[config.mk]
export PLATFORM = sky130hd
export DESIGN_NAME = life_grid_generation_step
export DESIGN_NICKNAME = d
export VERILOG_FILES = /design/src/hdl/lgs_pkg.sv /design/src/hdl/lgs_ctrl.sv /design/src/hdl/lgs_dp.sv /design/src/hdl/life_grid_generation_step.sv
export SDC_FILE = /design/constraint.sdc
export NUM_CORES = 2
export LEC_CHECK = 0
export BUFFER_PORTS_ARGS = -buffer_cell sky130_fd_sc_hd__buf_2
export CORE_MARGIN = 2
export CORE_UTILIZATION = 35
export DETAILED_ROUTE_END_ITERATION = 10
export PLACE_DENSITY = 0.57
export SYNTH_ARGS = -nofsm -noshare
export SYNTH_HDL_FRONTEND = slang
export SYNTH_SLANG_ARGS = --single-unit
[constraint.sdc]
create_clock -name clk -period 21.8 [get_ports clk]
set_input_delay 3.27 -clock clk [delete_from_list [all_inputs] [get_ports clk]]
set_output_delay 3.27 -clock clk [all_outputs]
set_load 0.01 [all_outputs]
[src/hdl/lgs_pkg.sv]
`default_nettype none

package lgs_pkg;

	localparam int DEF_MAX_ROWS = 64;
	localparam int DEF_MAX_COLS = 64;

	// wide enough for any grid size and the register values
	localparam int DIM_W = 11;
	localparam int CFG_W = 7;
	localparam int IDX_W = 6;
	localparam int OP_W  = 2;

	localparam logic [OP_W-1:0] OP_WRITE   = 2'd0;
	localparam logic [OP_W-1:0] OP_READ    = 2'd1;
	localparam logic [OP_W-1:0] OP_ADVANCE = 2'd2;

	localparam logic REG_ROWS = 1'b0;
	localparam logic REG_COLS = 1'b1;

	localparam logic [CFG_W-1:0] ROWS_RESET = 7'd64;
	localparam logic [CFG_W-1:0] COLS_RESET = 7'd64;

	typedef struct packed {
		logic cap_item;
		logic clr_step;
		logic acc_rd;
		logic acc_wr;
		logic adv_init;
		logic adv_prime;
		logic adv_next;
		logic adv_fetch;
		logic adv_sweep;
		logic adv_write;
		logic res_load;
	} cmd_t;

	typedef struct packed {
		logic clr_last;
		logic is_write;
		logic is_read;
		logic is_advance;
		logic oor;
		logic empty;
		logic row_last;
		logic col_last;
		logic out_free;
	} sts_t;

endpackage

`default_nettype wire

[src/hdl/lgs_ctrl.sv]
`default_nettype none

module lgs_ctrl (
	input  wire           clk,
	input  wire           arst_n,
	input  wire           s_tvalid,
	output logic          s_tready,
	input  lgs_pkg::sts_t sts,
	output lgs_pkg::cmd_t cmd
);

	typedef enum logic [3:0] {
		CLEAR,
		IDLE,
		DISPATCH,
		ACC_RD,
		ACC_DATA,
		ADV_INIT,
		ADV_PRIME,
		ADV_NEXT,
		ADV_FETCH,
		ADV_SWEEP,
		ADV_WRITE,
		RESP
	} state_t;

	state_t state_q;

	always_ff @(posedge clk or negedge arst_n) begin
		if (!arst_n) begin
			state_q <= CLEAR;
		end else begin
			unique case (state_q)
				CLEAR: begin
					if (sts.clr_last) state_q <= IDLE;
				end
				IDLE: begin
					if (s_tvalid) state_q <= DISPATCH;
				end
				DISPATCH: begin
					if (sts.is_write || sts.is_read) begin
						state_q <= sts.oor ? RESP : ACC_RD;
					end else if (sts.is_advance) begin
						state_q <= sts.empty ? RESP : ADV_INIT;
					end else begin
						state_q <= RESP;
					end
				end
				ACC_RD:    state_q <= ACC_DATA;
				ACC_DATA:  state_q <= RESP;
				ADV_INIT:  state_q <= ADV_PRIME;
				ADV_PRIME: state_q <= ADV_NEXT;
				ADV_NEXT:  state_q <= ADV_FETCH;
				ADV_FETCH: state_q <= ADV_SWEEP;
				ADV_SWEEP: begin
					if (sts.col_last) state_q <= ADV_WRITE;
				end
				ADV_WRITE: begin
					state_q <= sts.row_last ? RESP : ADV_NEXT;
				end
				RESP: begin
					if (sts.out_free) state_q <= IDLE;
				end
				default: state_q <= IDLE;
			endcase
		end
	end

	always_comb begin
		cmd           = '0;
		s_tready      = (state_q == IDLE);
		cmd.cap_item  = (state_q == IDLE) && s_tvalid;
		cmd.clr_step  = (state_q == CLEAR);
		cmd.acc_rd    = (state_q == ACC_RD);
		cmd.acc_wr    = (state_q == ACC_DATA) && sts.is_write;
		cmd.adv_init  = (state_q == ADV_INIT);
		cmd.adv_prime = (state_q == ADV_PRIME);
		cmd.adv_next  = (state_q == ADV_NEXT);
		cmd.adv_fetch = (state_q == ADV_FETCH);
		cmd.adv_sweep = (state_q == ADV_SWEEP);
		cmd.adv_write = (state_q == ADV_WRITE);
		cmd.res_load  = (state_q == RESP) && sts.out_free;
	end

endmodule

`default_nettype wire

[src/hdl/lgs_dp.sv]
`default_nettype none

module lgs_dp #(
	parameter int MAX_ROWS = lgs_pkg::DEF_MAX_ROWS,
	parameter int MAX_COLS = lgs_pkg::DEF_MAX_COLS
) (
	input  wire                             clk,
	input  wire                             arst_n,
	input  wire                             cfg_we,
	input  wire                             cfg_index,
	input  wire  [lgs_pkg::CFG_W-1:0]       cfg_data,
	input  wire  [15:0]                     s_tdata,
	output logic                            m_tvalid,
	input  wire                             m_tready,
	output logic [7:0]                      m_tdata,
	input  lgs_pkg::cmd_t                   cmd,
	output lgs_pkg::sts_t                   sts
);

	localparam int RW = $clog2(MAX_ROWS);
	localparam int CW = $clog2(MAX_COLS);
	localparam int DW = lgs_pkg::DIM_W;

	logic [lgs_pkg::CFG_W-1:0] rows_q, cols_q;
	logic [DW-1:0]             nr, nc, rows_ext, cols_ext;

	logic [lgs_pkg::OP_W-1:0]  op_q;
	logic [lgs_pkg::IDX_W-1:0] item_row_q, item_col_q;
	logic                      item_cin_q;

	logic [MAX_COLS-1:0] mem [MAX_ROWS];
	logic [MAX_COLS-1:0] rdata_q, top_q, mid_q, bot_q, new_row_q, mod_row, wdata;
	logic [RW-1:0]       raddr, waddr, item_addr, rc_q;
	logic [RW:0]         rc_nxt;
	logic [CW-1:0]       cc_q, col_sel;
	logic [CW:0]         cc_nxt;
	logic                re, we;
	logic [DW-1:0]       row_ext, col_ext;
	logic                oor_w, row_more, col_in, right_in, new_bit;
	logic [2:0]          lft_q;
	logic [3:0]          count;
	logic                out_valid_q, out_cell_q, out_oor_q;

	// configuration
	always_ff @(posedge clk or negedge arst_n) begin
		if (!arst_n) begin
			rows_q <= lgs_pkg::ROWS_RESET;
			cols_q <= lgs_pkg::COLS_RESET;
		end else if (cfg_we) begin
			unique case (cfg_index)
				lgs_pkg::REG_ROWS: rows_q <= cfg_data;
				lgs_pkg::REG_COLS: cols_q <= cfg_data;
				default: ;
			endcase
		end
	end

	assign rows_ext = DW'(rows_q);
	assign cols_ext = DW'(cols_q);
	assign nr = (rows_ext > DW'(MAX_ROWS)) ? DW'(MAX_ROWS) : rows_ext;
	assign nc = (cols_ext > DW'(MAX_COLS)) ? DW'(MAX_COLS) : cols_ext;

	// captured item
	always_ff @(posedge clk) begin
		if (cmd.cap_item) begin
			op_q       <= s_tdata[1:0];
			item_row_q <= s_tdata[7:2];
			item_col_q <= s_tdata[13:8];
			item_cin_q <= s_tdata[14];
		end
	end

	assign row_ext   = DW'(item_row_q);
	assign col_ext   = DW'(item_col_q);
	assign oor_w     = (row_ext >= nr) || (col_ext >= nc);
	assign item_addr = row_ext[RW-1:0];
	assign col_sel   = col_ext[CW-1:0];

	always_comb begin
		mod_row          = rdata_q;
		mod_row[col_sel] = item_cin_q;
	end

	// counters
	assign rc_nxt   = {1'b0, rc_q} + 1'b1;
	assign row_more = DW'(rc_nxt) < nr;
	assign cc_nxt   = {1'b0, cc_q} + 1'b1;
	assign col_in   = DW'(cc_q) < nc;
	assign right_in = DW'(cc_nxt) < nc;

	always_ff @(posedge clk or negedge arst_n) begin
		if (!arst_n) begin
			rc_q <= '0;
			cc_q <= '0;
		end else begin
			if (cmd.clr_step) begin
				rc_q <= (rc_q == RW'(MAX_ROWS - 1)) ? '0 : rc_nxt[RW-1:0];
			end else if (cmd.adv_init) begin
				rc_q <= '0;
			end else if (cmd.adv_write) begin
				rc_q <= row_more ? rc_nxt[RW-1:0] : '0;
			end
			if (cmd.adv_next) begin
				cc_q <= '0;
			end else if (cmd.adv_sweep) begin
				cc_q <= (cc_q == CW'(MAX_COLS - 1)) ? '0 : cc_nxt[CW-1:0];
			end
		end
	end

	// grid memory, one row per word
	assign re    = cmd.acc_rd || cmd.adv_init || cmd.adv_next;
	assign raddr = cmd.acc_rd ? item_addr :
	               cmd.adv_next ? (row_more ? rc_nxt[RW-1:0] : rc_q) : '0;
	assign we    = cmd.clr_step || cmd.acc_wr || cmd.adv_write;
	assign waddr = cmd.acc_wr ? item_addr : rc_q;
	assign wdata = cmd.clr_step ? '0 : (cmd.acc_wr ? mod_row : new_row_q);

	always_ff @(posedge clk) begin
		if (we) mem[waddr] <= wdata;
		if (re) rdata_q <= mem[raddr];
	end

	// three-row window, rotated one column per cycle during the column sweep
	always_comb begin
		count = 4'(lft_q[0]) + 4'(lft_q[1]) + 4'(lft_q[2]) + 4'(top_q[0]) + 4'(bot_q[0]);
		if (right_in) count = count + 4'(top_q[1]) + 4'(mid_q[1]) + 4'(bot_q[1]);
		if (col_in) begin
			new_bit = (count == 4'd3) || (mid_q[0] && (count == 4'd2));
		end else begin
			new_bit = mid_q[0];
		end
	end

	always_ff @(posedge clk) begin
		if (cmd.adv_prime) begin
			top_q <= '0;
			mid_q <= '0;
			bot_q <= rdata_q;
		end else if (cmd.adv_next) begin
			top_q <= mid_q;
			mid_q <= bot_q;
			lft_q <= '0;
		end else if (cmd.adv_fetch) begin
			bot_q <= row_more ? rdata_q : '0;
		end else if (cmd.adv_sweep) begin
			top_q     <= {top_q[0], top_q[MAX_COLS-1:1]};
			mid_q     <= {mid_q[0], mid_q[MAX_COLS-1:1]};
			bot_q     <= {bot_q[0], bot_q[MAX_COLS-1:1]};
			lft_q     <= {bot_q[0], mid_q[0], top_q[0]};
			new_row_q <= {new_bit, new_row_q[MAX_COLS-1:1]};
		end
	end

	// result register
	always_ff @(posedge clk or negedge arst_n) begin
		if (!arst_n) begin
			out_valid_q <= 1'b0;
		end else if (cmd.res_load) begin
			out_valid_q <= 1'b1;
		end else if (m_tready) begin
			out_valid_q <= 1'b0;
		end
	end

	always_ff @(posedge clk) begin
		if (cmd.res_load) begin
			out_oor_q  <= sts.is_write || sts.is_read ? oor_w : 1'b0;
			out_cell_q <= sts.is_read && !oor_w && rdata_q[col_sel];
		end
	end

	assign m_tvalid = out_valid_q;
	assign m_tdata  = {6'd0, out_oor_q, out_cell_q};

	always_comb begin
		sts            = '0;
		sts.clr_last   = (rc_q == RW'(MAX_ROWS - 1));
		sts.is_write   = (op_q == lgs_pkg::OP_WRITE);
		sts.is_read    = (op_q == lgs_pkg::OP_READ);
		sts.is_advance = (op_q == lgs_pkg::OP_ADVANCE);
		sts.oor        = oor_w;
		sts.empty      = (nr == '0) || (nc == '0);
		sts.row_last   = !row_more;
		sts.col_last   = (cc_q == CW'(MAX_COLS - 1));
		sts.out_free   = !out_valid_q || m_tready;
	end

endmodule

`default_nettype wire

[src/hdl/life_grid_generation_step.sv]
// bounded life grid, b3/s23 rule, edges do not wrap
// input beats on s_*: opcode write, read or advance one generation; one result
// beat on m_* for every input beat, in order
// config: cfg_we, cfg_index 0 (rows in use) or 1 (columns in use); the user writes
// only while no beat is in flight, not enforced; sizes above the maximum saturate
// write or read: a row read and, on a write only, a row write back before the result
// out-of-range access, unknown opcode or advance on an empty grid: no memory access
// advance: per row in use, a row fetch, a sweep over all MAX_COLS columns of one
// cell per cycle and a row write back, through one row-wide memory port
// a new beat is taken once the previous result sits in the output register
// reset: a clearing pass zeroes all MAX_ROWS rows of the grid, s_tready low
// a stalled receiver holds the result register; the block waits with it
`default_nettype none

module life_grid_generation_step #(
	parameter int MAX_ROWS = lgs_pkg::DEF_MAX_ROWS,
	parameter int MAX_COLS = lgs_pkg::DEF_MAX_COLS
) (
	input  wire                       clk,
	input  wire                       arst_n,
	input  wire                       cfg_we,
	input  wire                       cfg_index,
	input  wire  [lgs_pkg::CFG_W-1:0] cfg_data,
	input  wire                       s_tvalid,
	output logic                      s_tready,
	input  wire  [15:0]               s_tdata,  // opcode, row_index, col_index, cell_in
	output logic                      m_tvalid,
	input  wire                       m_tready,
	output logic [7:0]                m_tdata   // cell_out, out_of_range
);

	lgs_pkg::cmd_t cmd;
	lgs_pkg::sts_t sts;

	lgs_ctrl u_ctrl (
		.clk      (clk),
		.arst_n   (arst_n),
		.s_tvalid (s_tvalid),
		.s_tready (s_tready),
		.sts      (sts),
		.cmd      (cmd)
	);

	lgs_dp #(
		.MAX_ROWS (MAX_ROWS),
		.MAX_COLS (MAX_COLS)
	) u_dp (
		.clk       (clk),
		.arst_n    (arst_n),
		.cfg_we    (cfg_we),
		.cfg_index (cfg_index),
		.cfg_data  (cfg_data),
		.s_tdata   (s_tdata),
		.m_tvalid  (m_tvalid),
		.m_tready  (m_tready),
		.m_tdata   (m_tdata),
		.cmd       (cmd),
		.sts       (sts)
	);

endmodule

`default_nettype wire
Word-level counts from Yosys, hierarchy flattened --
Memory sizes are Yosys's and may differ from the RTL's. A register that Yosys moved wholly into a read port is not among the register bits. Cells that the tools add are included.
Cells by class: add/subtract/negate cells 9, multiplexer cells 50, bitwise gates (word level) 4, reduce and logical (&&, ||, !) cells 33, order comparisons 9, equality and inequality tests 23
Operators with widths (count):
- 64-bit two-way mux | 13
- 6-bit two-way mux | 12
- 64-bit bitwise mux | 1
- 4-bit one-hot mux with 12 select lines | 1
- 4-bit two-way mux | 10
- 4-bit by 1-bit adder with 4-bit output | 6
- 6-bit by 11-bit >= comparator with 1-bit output | 2
- 11-bit zero test | 2
- 7-bit by 11-bit < comparator with 1-bit output | 2
- 4-bit by 2-bit == test with 1-bit output, second input constant | 4
- 4-bit by 3-bit == test with 1-bit output, second input constant | 4
- 4-bit == test, second input constant | 4
- 6-bit by 1-bit adder with 7-bit output, second input constant | 2
- 7-bit > comparator, second input constant | 2
- 7-bit two-way mux | 2
- 6-bit == test, second input constant | 2
- 6-bit by 11-bit < comparator with 1-bit output | 1
- 1-bit logical OR | 9
- 2-bit AND reduction | 4
- 4-bit AND reduction | 2
- 1-bit logical AND | 7
- 6-bit by 7-bit < comparator with 1-bit output, second input constant | 1
- 1-bit two-way mux | 7
- 1-bit binary-select mux with 6-bit select | 1
- 16 further kinds | 27
Storage, ports and cells: input bits 29, output and inout port bits 10, bits in registers 307, RAM bits 4096, logic and storage cells 146, memories kept 1
Memory list:
- u_dp.mem | words 64, bits a word 64, rd ports 1, clocked after memory_dff 1, wr ports 1, line lgs_dp.sv:31 | logic [MAX_COLS-1:0] mem [MAX_ROWS];

Logic depth before layout (Yosys ltp) --
depth after elaboration 12, depth in mapped cells 23

Hierarchy --
A second synthesis with hierarchy kept.
Second synthesis, totals: cells, all modules 13502, area total of the unflattened synthesis 183875.1 µm²
By module, submodules not included:
- lgs_dp | sequential area each 132604.7 µm², instances 1, cells each 13443, area an instance 183409.7 µm²
- lgs_ctrl | sequential area each 100.1 µm², instances 1, cells each 59, area an instance 465.4 µm²

Worst setup path after synthesis --
Ideal clock, no wire load.
path kind register to register, from register u_ctrl.state_q[1], to memory u_dp.mem[55][0] in the netlist's numbering, enable pin, path buffers 3, data required time 21.235 ns, cell stages (with the launch flop) 10, data arrival time 6.357 ns, clock period less this slack 6.922 ns, path slack 14.878 ns, cells stage by stage dfrtp_1 > buf_2 > nor4_1 > and2_1 > clkbuf_1 > clkbuf_1 > nand3b_1 > a21boi_0 > nand2_1 > nor3_1
On the way: longest elaborated chain between the ends 6, elaborated cells between the ends (all ways) 9
RTL lines:
- start: declaration | line lgs_ctrl.sv:27 | state_t state_q;
- start signal: assignment | line lgs_ctrl.sv:42 | state_q <= sts.oor ? RESP : ACC_RD;
- start signal: assignment | line lgs_ctrl.sv:44 | state_q <= sts.empty ? RESP : ADV_INIT;
- start signal: assignment | line lgs_ctrl.sv:59 | state_q <= sts.row_last ? RESP : ADV_NEXT;
- 4-bit by 3-bit == test with 1-bit output | line lgs_ctrl.sv:75 | cmd.acc_wr = (state_q == ACC_DATA) && sts.is_write;
- 1-bit logical AND | line lgs_ctrl.sv:75
- 1-bit logical OR (2 in a row) | line lgs_dp.sv:115 | assign we = cmd.clr_step || cmd.acc_wr || cmd.adv_write;
- 1-bit two-way mux | line lgs_dp.sv:120 | if (we) mem[waddr] <= wdata;
- 1-bit two-way mux (not written as such) | line lgs_dp.sv:120
- end: declaration | line lgs_dp.sv:31
Parallel ways exist; a longest one is shown, timed or not.

Final worst setup path --
from register u_dp.rc_q[0], to register u_dp.rdata_q[53] (read register of u_dp.mem), data pin
On the way: longest elaborated chain between the ends 5
RTL lines:
- start: declaration | line lgs_dp.sv:33 | logic [RW-1:0] raddr, waddr, item_addr, rc_q;
- start signal: assignment | line lgs_dp.sv:97 | rc_q <= (rc_q == RW'(MAX_ROWS - 1)) ? '0 : rc_nxt[RW-1:0];
- start signal: assignment | line lgs_dp.sv:101 | rc_q <= row_more ? rc_nxt[RW-1:0] : '0;
- 6-bit by 1-bit adder with 7-bit output | line lgs_dp.sv:85 | assign rc_nxt = {1'b0, rc_q} + 1'b1;
- 7-bit by 11-bit < comparator with 1-bit output | line lgs_dp.sv:86 | assign row_more = DW'(rc_nxt) < nr;
- 6-bit two-way mux * (2 in a row) | line lgs_dp.sv:114 | cmd.adv_next ? (row_more ? rc_nxt[RW-1:0] : rc_q) : '0;
- 6-bit two-way mux * | line lgs_dp.sv:113 | assign raddr = cmd.acc_rd ? item_addr :
- end: declaration | line lgs_dp.sv:32 | logic [MAX_COLS-1:0] rdata_q, top_q, mid_q, bot_q, new_row_q, mod_row, wdata;
Every way passes the cells marked *; elsewhere a longest branch is shown, timed or not. A chain may end at the register's enable or synchronous reset.

==> qor.yml <==
yosys:
  synth_cell_types: 88
  ys.flop_type: "edfxtp_1"
  synth.area.top_cells: "edfxtp_1, mux4_2, nand2_1"
  synth_common_cells: "edfxtp_1, nand2_1, mux4_2, nand3_1, mux2i_1"
  yosysTopAreaCell: "edfxtp_1"
  synth.most_common_cell: "edfxtp_1"
  syn_avg_cell_area_um2: 17.1
  synth_seq_cells: 4467
  synth-seq-area-share_pct: 75.5
  syn_inst: 10300
  synthDominantCellAreaShare_pct: 73.6
  synthArstFlopShare_pct: 0.694
  ys_warn_count: 0
  synth-edff-count: 4308
  synth_area_um2: 176000
sta:
  setup_slack_ps: 13210
  hold_ws_ps: 446
  hold_violations: 0
  setup_viol: 0
  max_freq_mhz: 116
  clock_skew_ps: 72.4
  rsz0062_at_grt: "no"
  finalCritPeriodShare_pct: 39.4
  tns_ps: 0
  min_period_ps: 8590
  worstMarginPinSlew_ps: 1370
  timing.final.max_slew_violations: 0
  relSlewSlack_pct: 8.56
min_path:
  hold_depth: 0
  min-delay-start: "u_dp.new_row_q[28]"
  whs_endpoint: "u_dp.new_row_q[27]"
  hold_path.class: "reg -> reg"
placed_design:
  gp_congestion: 0.851
  post-place-ws_ps: 13310
  detailed_place_hpwl_um: 286000
  placed_area_um2: 186000
  numPortBuffers: 31
clocking:
  cts_hold_buf: 0
  clock-sinks: 4467
  htree_num_levels: 5
  cts.repair.resized: 0
  clk_path_buf_depth: 4
  cts_tree: "built"
  insertion_delay_ps: 1020
  clkTransAtPathRegs_ps: 60
  cts_setup_buffers: 0
  numCtsBuffers: 446
  root_buffer: "clkbuf_16"
die:
  core_um2: 501000
  start_util_pct: 35.1
  die_y_um: 713
  die_w_um: 713
  rows: 260
  ioPinCount: 39
  die_area_um2: 508000
global_route:
  grt_start_max_net_pins: 132
  grtUsageTotal_pct: 20.8
  grt_pass1_wl_um: 754000
  antenna_found_initial: 24
  overflow: 0
  grt_pass1_vias: 97400
final_layout:
  drive_gt1_share_pct: 16.8
  fillers: 44700
  final_nets: 10500
  design_area_um2: 200000
  area_growth_pct: 13.6
  fin_util_pct: 39.9
setup_path:
  worst_setup_path_end_kind: "flip-flop"
  cp_num_buf_inv: 4
  reg2regPathDepth: 19
  cp.required_ps: 22420
  critPathTopFamily: "buffers and inverters"
  crit_top_cell: "ha_1"
  startpoint_type: "flip-flop"
  critical-path-max-stage-delay_ps: 660
  cp.arrival_ps: 9210
  worstReg2RegEnd: "u_dp.rdata_q[53]"
  slowest_stage: "buf_4"
  critPathKind: "reg -> reg"
  cp_max_fo: 122
  r2r_slack_ps: 13210
  reg2reg_from: "u_dp.rc_q[0]"
  path_cells: "ha_1 > nand3_1 > nor2_1 > ha_1 > a21oi_1 > o21ai_1 > a21oi_1 > ha_1 > nand2b_1 > a211o_4 > buf_12 > buf_4 > buf_12 > buf_4 > mux4_2 > mux2i_1 > nor3_1 > nor4_1 > o311ai_0"
route:
  dr.first_iter.drc_count: 15100
  antenna_left: 0
  firstDrtPassIters: 6
  viasPerCell: 5.79
  vias: 101000
  drc: 0
  routed_wirelength_um: 546000
  wire_per_inst_um: 31.2
power_and_ir_drop:
  vdd_ir_drop_max_v: 0.0000851
  powerDensity_nw_per_um2: 117
  leakagePower_nw: 63.6
run:
  drv_cap: 0
run_status:
  status: "complete, no violations"
## where the power goes
| part | switching (mW) | total (mW) | internal (mW) |
|---|---|---|---|
| clock | 3.28 | 7.48 | 4.20 |
| sequential | 0.356 | 11.3 | 11.0 |
| combinational | 3.26 | 4.63 | 1.37 |
| total | 6.89 | 23.4 | 16.5 |
## registers in the layout (all words and copies together) (netlist names)
register	cells
u_dp.mem	4096
u_dp.bot_q	64
u_dp.mid_q	64
u_dp.new_row_q	64
u_dp.rdata_q	64
u_dp.top_q	64
u_dp.cols_q	7
u_dp.rows_q	7
u_dp.cc_q	6
u_dp.col_sel	6
u_dp.item_addr	6
u_dp.rc_q	6
u_ctrl.state_q	4
u_dp.lft_q	3
u_dp.op_q	2
u_dp.item_cin_q	1
u_dp.m_tvalid	1
u_dp.out_cell_q	1
u_dp.out_oor_q	1
## layout make-up
cell class                      count  area (µm²)  area share, %
Multi-Input combinational cell   5121       41400           20.7
Clock inverter                    265        2280           1.14
Clock buffer                      560       11800           5.91
Timing Repair Buffer              347        3040           1.52
Sequential cell                  4467      133000           66.4
Inverter                           21        86.3         0.0432
Tap cell                         6681        8360           4.19
Antenna cell                       11        27.5         0.0138
## through the flow
| step | instances | power, mW |
|---|---|---|
| 6_report | 17500 | 23.4 |
| 5_1_grt | 17500 | 24.2 |
| 4_1_cts | 17500 | 23.5 |
| 3_5_place_dp | 16600 | 16.1 |
| 3_3_place_gp | 16600 | 15.9 |
| 2_1_floorplan | 10300 | 14.3 |
## logic make-up (layout without fill, tap and decap cells)
| logic type | count (synthesis) | count (layout) | synth area share (%) |
|---|---|---|---|
| fa+ha+maj | 40 | 40 | 0.302 |
| xor+xnor | 10 | 10 | 0.0498 |
| other cells | 1 | 17 | 0.00213 |
| simple gates | 2920 | 2920 | 7.46 |
| compound gates | 1086 | 1086 | 4.37 |
| buf+inv | 681 | 1193 | 1.79 |
| mux | 1059 | 1059 | 10.5 |
| flops | 4467 | 4467 | 75.5 |
## how the worst max path moves through the flow
| stage | startpoint | end | cells past startpoint |
|---|---|---|---|
| 4_1_cts | u_dp.rc_q[0] | u_dp.rdata_q[53] | 19 |
| 6_report | u_dp.rc_q[0] | u_dp.rdata_q[53] | 19 |
| 3_5_place_dp | u_dp.rc_q[0] | u_dp.rdata_q[53] | 19 |
| 2_1_floorplan | u_ctrl.state_q[1] | u_dp.mem[55][0] | 9 |
| 5_1_grt | u_dp.rc_q[0] | u_dp.rdata_q[53] | 19 |
| 3_3_place_gp | u_dp.rc_q[0] | u_dp.rdata_q[53] | 19 |
## layer usage
metal | routed length (µm) | up-vias | global-route usage (%)
met1 | 217000 | 53300 | 29.0
met3 | 58700 | 1013 | 4.25
met2 | 249000 | 5839 | 32.3
met4 | 20600 | 6 | 7.39
met5 | 87 | - | 0.0754
li1 | - | 41000 | -
## placed cells by master, fill, tap and decap left out, types with 36 or more instances in the layout
cell type	instances
a311oi_1	68
a31oi_1	125
a21oi_1	175
and3_1	213
o21ai_0	69
clkbuf_16	453
mux4_2	628
ha_1	36
nor2_1	214
nand3_1	465
clkinv_2	76
a221o_1	45
nand4_1	174
clkinv_1	120
a211oi_1	148
o21ai_4	67
dfxtp_1	128
nand2_1	1590
edfxtp_1	4308
clkbuf_1	100
a22o_1	86
mux2i_1	396
buf_12	41
o22ai_1	67
nor2_4	69
buf_4	275
Note: power is estimated with default switching activity, not from simulation.
